===== config.mk =====
export PLATFORM = sky130hd
export DESIGN_NAME = sipu_xcalc
export DESIGN_NICKNAME = d
export VERILOG_FILES = /design/src/sv/sipu_xcalc.sv
export SDC_FILE = /design/constraint.sdc
export NUM_CORES = 2
export LEC_CHECK = 0
export ABC_AREA = 1
export BUFFER_PORTS_ARGS = -buffer_cell sky130_fd_sc_hd__buf_4
export CAP_MARGIN = 5
export CELL_PAD_IN_SITES_DETAIL_PLACEMENT = 0
export CELL_PAD_IN_SITES_GLOBAL_PLACEMENT = 1
export CORE_MARGIN = 4
export CORE_UTILIZATION = 50
export CTS_CLUSTER_SIZE = 20
export DETAILED_ROUTE_END_ITERATION = 10
export PLACE_DENSITY = 0.87
export SLEW_MARGIN = 30
export SYNTH_ARGS = -nofsm -noshare
export SYNTH_HDL_FRONTEND = slang
export SYNTH_SLANG_ARGS = --single-unit

===== constraint.sdc =====
create_clock -name i_clk -period 9.6 [get_ports i_clk]
set_clock_uncertainty 0.05 [all_clocks]
set_input_delay 1.92 -clock i_clk [delete_from_list [all_inputs] [get_ports i_clk]]
set_output_delay 1.92 -clock i_clk [all_outputs]
set_load 0.05 [all_outputs]

===== src/sv/sipu_xcalc.sv =====
module sipu_xcalc #(
    parameter int COORD_BITS = 16,
    parameter int FRAC_BITS  = 16
) (
    input  logic                                    i_clk,
    input  logic                                    i_rst_n,
    input  logic                                    i_valid,
    input  logic                                    i_par,
    input  logic signed [3*COORD_BITS+4+FRAC_BITS:0] i_y,
    input  logic signed [COORD_BITS:0]              i_ps,
    input  logic signed [COORD_BITS:0]              i_qs,
    input  logic signed [2*COORD_BITS+1:0]          i_rs,
    input  logic [8*COORD_BITS-1:0]                 i_bnd,
    output logic                                    o_valid,
    output logic                                    o_par,
    output logic                                    o_oky,
    output logic signed [COORD_BITS+FRAC_BITS:0]    o_yt,
    output logic signed [2*COORD_BITS+FRAC_BITS+2:0] o_xnum,
    output logic signed [COORD_BITS:0]              o_pden,
    output logic [4*COORD_BITS-1:0]                 o_xbnd
);
    localparam int C  = COORD_BITS;
    localparam int F  = FRAC_BITS;
    localparam int YW = 3*C+5+F;
    localparam int YT = C+F+1;
    localparam int LW = YT/2;
    localparam int HW = YT-LW;
    localparam int NX = 2*C+F+3;

    logic                  r_v1, r_v2, r_v3;
    logic                  r_par1, r_par2, r_par3;
    logic                  r_oky1, r_oky2, r_oky3;
    logic signed [YT-1:0]  r_yt1, r_yt2, r_yt3;
    logic signed [C:0]     r_p1, r_p2, r_p3;
    logic signed [C:0]     r_q1;
    logic signed [2*C+1:0] r_r1, r_r2;
    logic [4*C-1:0]        r_xb1, r_xb2, r_xb3;
    logic signed [C+LW+1:0] r_plo;
    logic signed [C+HW:0]  r_phi;
    logic signed [NX-1:0]  r_xnum;

    logic [1:0]            n_oky;

    // y has to lie inside both segments' y ranges; only then is its narrow form used.
    for (genvar s = 0; s < 2; s++) begin : g_ychk
        logic signed [C-1:0]  lo, hi;
        logic signed [YW-1:0] lo_s, hi_s;
        assign lo    = i_bnd[(4*s+2)*C +: C];
        assign hi    = i_bnd[(4*s+3)*C +: C];
        assign lo_s  = YW'(lo) <<< F;
        assign hi_s  = YW'(hi) <<< F;
        assign n_oky[s] = (i_y >= lo_s) && (i_y <= hi_s);
    end

    always_ff @(posedge i_clk) begin
        r_par1 <= i_par;
        r_oky1 <= &n_oky;
        r_yt1  <= i_y[YT-1:0];
        r_p1   <= i_ps;
        r_q1   <= i_qs;
        r_r1   <= i_rs;
        r_xb1  <= {i_bnd[4*C +: 2*C], i_bnd[0 +: 2*C]};

        r_plo  <= (C+LW+2)'(r_q1) * (C+LW+2)'($signed({1'b0, r_yt1[LW-1:0]}));
        r_phi  <= (C+HW+1)'(r_q1) * (C+HW+1)'($signed(r_yt1[YT-1:LW]));
        r_par2 <= r_par1;
        r_oky2 <= r_oky1;
        r_yt2  <= r_yt1;
        r_p2   <= r_p1;
        r_r2   <= r_r1;
        r_xb2  <= r_xb1;

        r_xnum <= (NX'(r_r2) <<< F) - ((NX'(r_phi) <<< LW) + NX'(r_plo));
        r_par3 <= r_par2;
        r_oky3 <= r_oky2;
        r_yt3  <= r_yt2;
        r_p3   <= r_p2;
        r_xb3  <= r_xb2;
    end

    always_ff @(posedge i_clk) begin
        if (!i_rst_n) begin
            r_v1 <= 1'b0;
            r_v2 <= 1'b0;
            r_v3 <= 1'b0;
        end else begin
            r_v1 <= i_valid;
            r_v2 <= r_v1;
            r_v3 <= r_v2;
        end
    end

    assign o_valid = r_v3;
    assign o_par   = r_par3;
    assign o_oky   = r_oky3;
    assign o_yt    = r_yt3;
    assign o_xnum  = r_xnum;
    assign o_pden  = r_p3;
    assign o_xbnd  = r_xb3;

endmodule


==> metrics.txt <==
row count=108; layout cells sized above 1=0.1105; crit end category=flop; Post-CTS Setup Bufs=0; Yosys top cell area share=0.2790; Clock transition at path regs=0.07 ns; grt peak-use layer=met2; initial antenna violation count=5; RSZ-0062 raised after global routing=false; H-tree depth=2; post-cts hold buffer count=0; r2r worst-path depth=18; Peak Freq=151.9 MHz; Clock Sinks=555; reg-to-reg critical path startpoint=r_yt1[19]; Yosys cell types=47; setup violators final=0; total CTS buffers=54; status=finished, final reports clean; vias in the first global route=34910; placeable core region=86750 µm²; met2 Use GR=0.4376; GPL Wtd Cong=0.9160; area leader, netlist=fa_1; slew margin rel.=0.3291; FILL cells=7826; Post-synth EDFFs=0; critical path startpoint category=flop; first-pass GRT wire length=188100 µm; vias per cell=4.889; CP max FO=18; Area after DPL=48110 µm²; required time worst endpoint=10.04 ns; wirelength, routed=118000 µm; die height=303.6 µm; synth top area cells=fa_1 28%, dfxtp_1 25%, ha_1 12%; Synth Net Count=6432; reg-to-reg endpoint=r_phi[32]; HP Start=r_yt2[20]; Pre-antenna DRT Iters=5; Final HPWL DP=96660 µm; Fin. Hold Viols=0; pin count of the biggest net entering global routing=39; minimum clock period=6.585 ns; Final Max Tran Viols=0; Global Route met1 Usage=0.3255; mean post-synth cell area=8.537 µm²; critical path class=flop to flop; Sum Neg Setup Slack=0 ns; Worst-Skew Late Latency=0.64 ns; HP Class=flop to flop; DRC=0; #FFs+latches synth=555; Cell Area, Synth=43700 µm²; Die X=303.6 µm; DR iter-0 viols=1993; post-route cell area=50100 µm²; wire length per cell=17.61 µm; most common flop cell mapped by yosys=dfxtp_1; post-CTS sizing=0; Die ar.=92200 µm²; GRT Util Overall=0.2569; post-route insts no fill=6704; Final period util=0.6859; grt met3 use=0.05809; WHS Path Cells=0; Ys Warns=0; Root Driver=clkbuf_16; I/O pins=437; Routed Antenna Nets=0; gr ovfl total=0; worst hold endpoint=o_yt[20]; asr flop ratio synth=0; Clock Tree Buf Depth=3; max-cap viol count=0; CTS tree=yes; Worst Path Arrival=7.03 ns; Placed Cells=6602; flop2flop setup slack=3.02 ns; PortBufs=436; NumNets Final=6816; Area Overhead vs Synth=14.63%; measured slew at the worst slew-check pin=1.006 ns; via count=32780; post-synthesis cell count=5119; Seq/Total Area, Yosys=0.2542; initial core utilization=0.5038
kinds of logic (layout without fill, tap and decap cells):
logic type / count (synthesis) / count (layout) / synth area share
AO/OA/AOI/OAI: 391 / 391 / 0.05002
buffers and inverters: 1442 / 1870 / 0.1239
XOR/XNOR: 115 / 115 / 0.02305
AND/OR/NAND/NOR: 1572 / 1572 / 0.1454
adder cells (fa/ha/maj): 1044 / 1044 / 0.4035
flip-flops: 555 / 555 / 0.2542
other: 0 / 2 / 0
synthesized netlist by cell type (2+ instances only):
master,instances
nor2_1,258
nand4_1,41
or2_2,6
dfxtp_1,555
and3_1,3
ha_1,435
inv_2,14
xor2_1,78
o221ai_1,3
a21boi_1,2
nor4_1,8
fa_1,609
nand2_2,6
o211ai_1,2
clkbuf_1,132
a21oi_1,207
nand3b_1,8
o21ai_1,22
nand2_1,1097
o21a_1,7
xnor2_1,37
a21oi_2,2
nor2_2,11
o21ai_0,78
inv_1,1295
nand3_1,93
a21boi_0,6
a21o_1,24
o21bai_1,18
nor3_1,30
a211oi_1,4
nor3_2,6
a31oi_1,8
state kept, by name (all words and copies together), names as in the netlist, 17 cells and up:
signal and count:
r_phi 34, r_yt1 33, r_p1 17, r_yt2 33, r_xb1 64, o_yt 33
r_p2 17, r_plo 34, o_xnum 51, o_xbnd 64, r_r1 34, o_pden 17
r_q1 17, r_xb2 64, r_r2 34
worst max path at each step:
stage,from,to,slack (ns),cells past startpoint
after floorplan,r_yt1[22],r_phi[32],3.60,20
after global placement,r_yt1[19],r_phi[25],3.03,18
after detailed placement,r_yt1[19],r_phi[32],3.02,18
after CTS,r_yt1[19],r_phi[32],2.99,18
after global routing,r_yt1[16],r_phi[28],2.65,22
final,r_yt1[19],r_phi[32],3.02,18
cell usage in the layout (no fill, tap or decap), types with 7 or more instances in the layout:
cell type	instances
inv_1	1294
nand2_1	1097
fa_1	609
dfxtp_1	553
buf_4	461
ha_1	435
nor2_1	258
a21oi_1	207
nand3_1	93
o21ai_0	78
xor2_1	78
clkbuf_16	54
nand4_1	41
xnor2_1	37
nor3_1	30
a21o_1	24
o21ai_1	22
o21bai_1	18
inv_2	15
nor2_2	11
clkinv_2	9
bufinv_16	9
a31oi_1	8
nand3b_1	8
nor4_1	8
o21a_1	7
clkinvlp_4	7
routing by layer:
| metal | share of wire | up-vias |
|---|---|---|
| met4 | 0.035 | 6 |
| met3 | 0.075 | 206 |
| li1 | - | 15910 |
| met5 | 0.00036 | - |
| met2 | 0.47 | 1077 |
| met1 | 0.41 | 15580 |
per-stage QoR:
stage	hold WS, ns	worst slack, ns	util
floorplan	0.2596	3.600	-
global placement	0.2595	3.035	0.5546
detailed placement	0.2621	3.024	0.5546
CTS	0.2345	2.994	0.5774
global route	0.2552	2.654	0.5774
finish	0.2352	3.015	0.5775
critical path, cell delays in order, from the launching register on:
cell      delay [ns]
dfxtp_1         0.97
nand2_1         0.23
inv_1           0.13
fa_1            0.46
fa_1            0.98
fa_1            0.63
fa_1            0.59
inv_1           0.06
fa_1            0.51
fa_1            0.55
inv_1           0.04
ha_1            0.37
nand2_1         0.13
a21oi_1         0.05
a211o_1         0.24
a211oi_1        0.28
nand2_1         0.09
nand2_1         0.06
nand2_1         0.04
cell type report:
type / instances / area (µm²) / area share
inverters: 1309 / 4913 / 0.09808
repair buffers: 461 / 3461 / 0.06908
multi-input cells: 3122 / 27180 / 0.5425
clock inverters: 36 / 530.5 / 0.01059
well taps: 1155 / 1445 / 0.02885
clock buffers: 64 / 1449 / 0.02892
diodes: 2 / 5.005 / 0.00009990
flip-flops and latches: 555 / 11110 / 0.2218
Power is left out: the tool's default activity adds up to more than one toggle a clock period on the data nets, which glitch-free logic cannot reach.
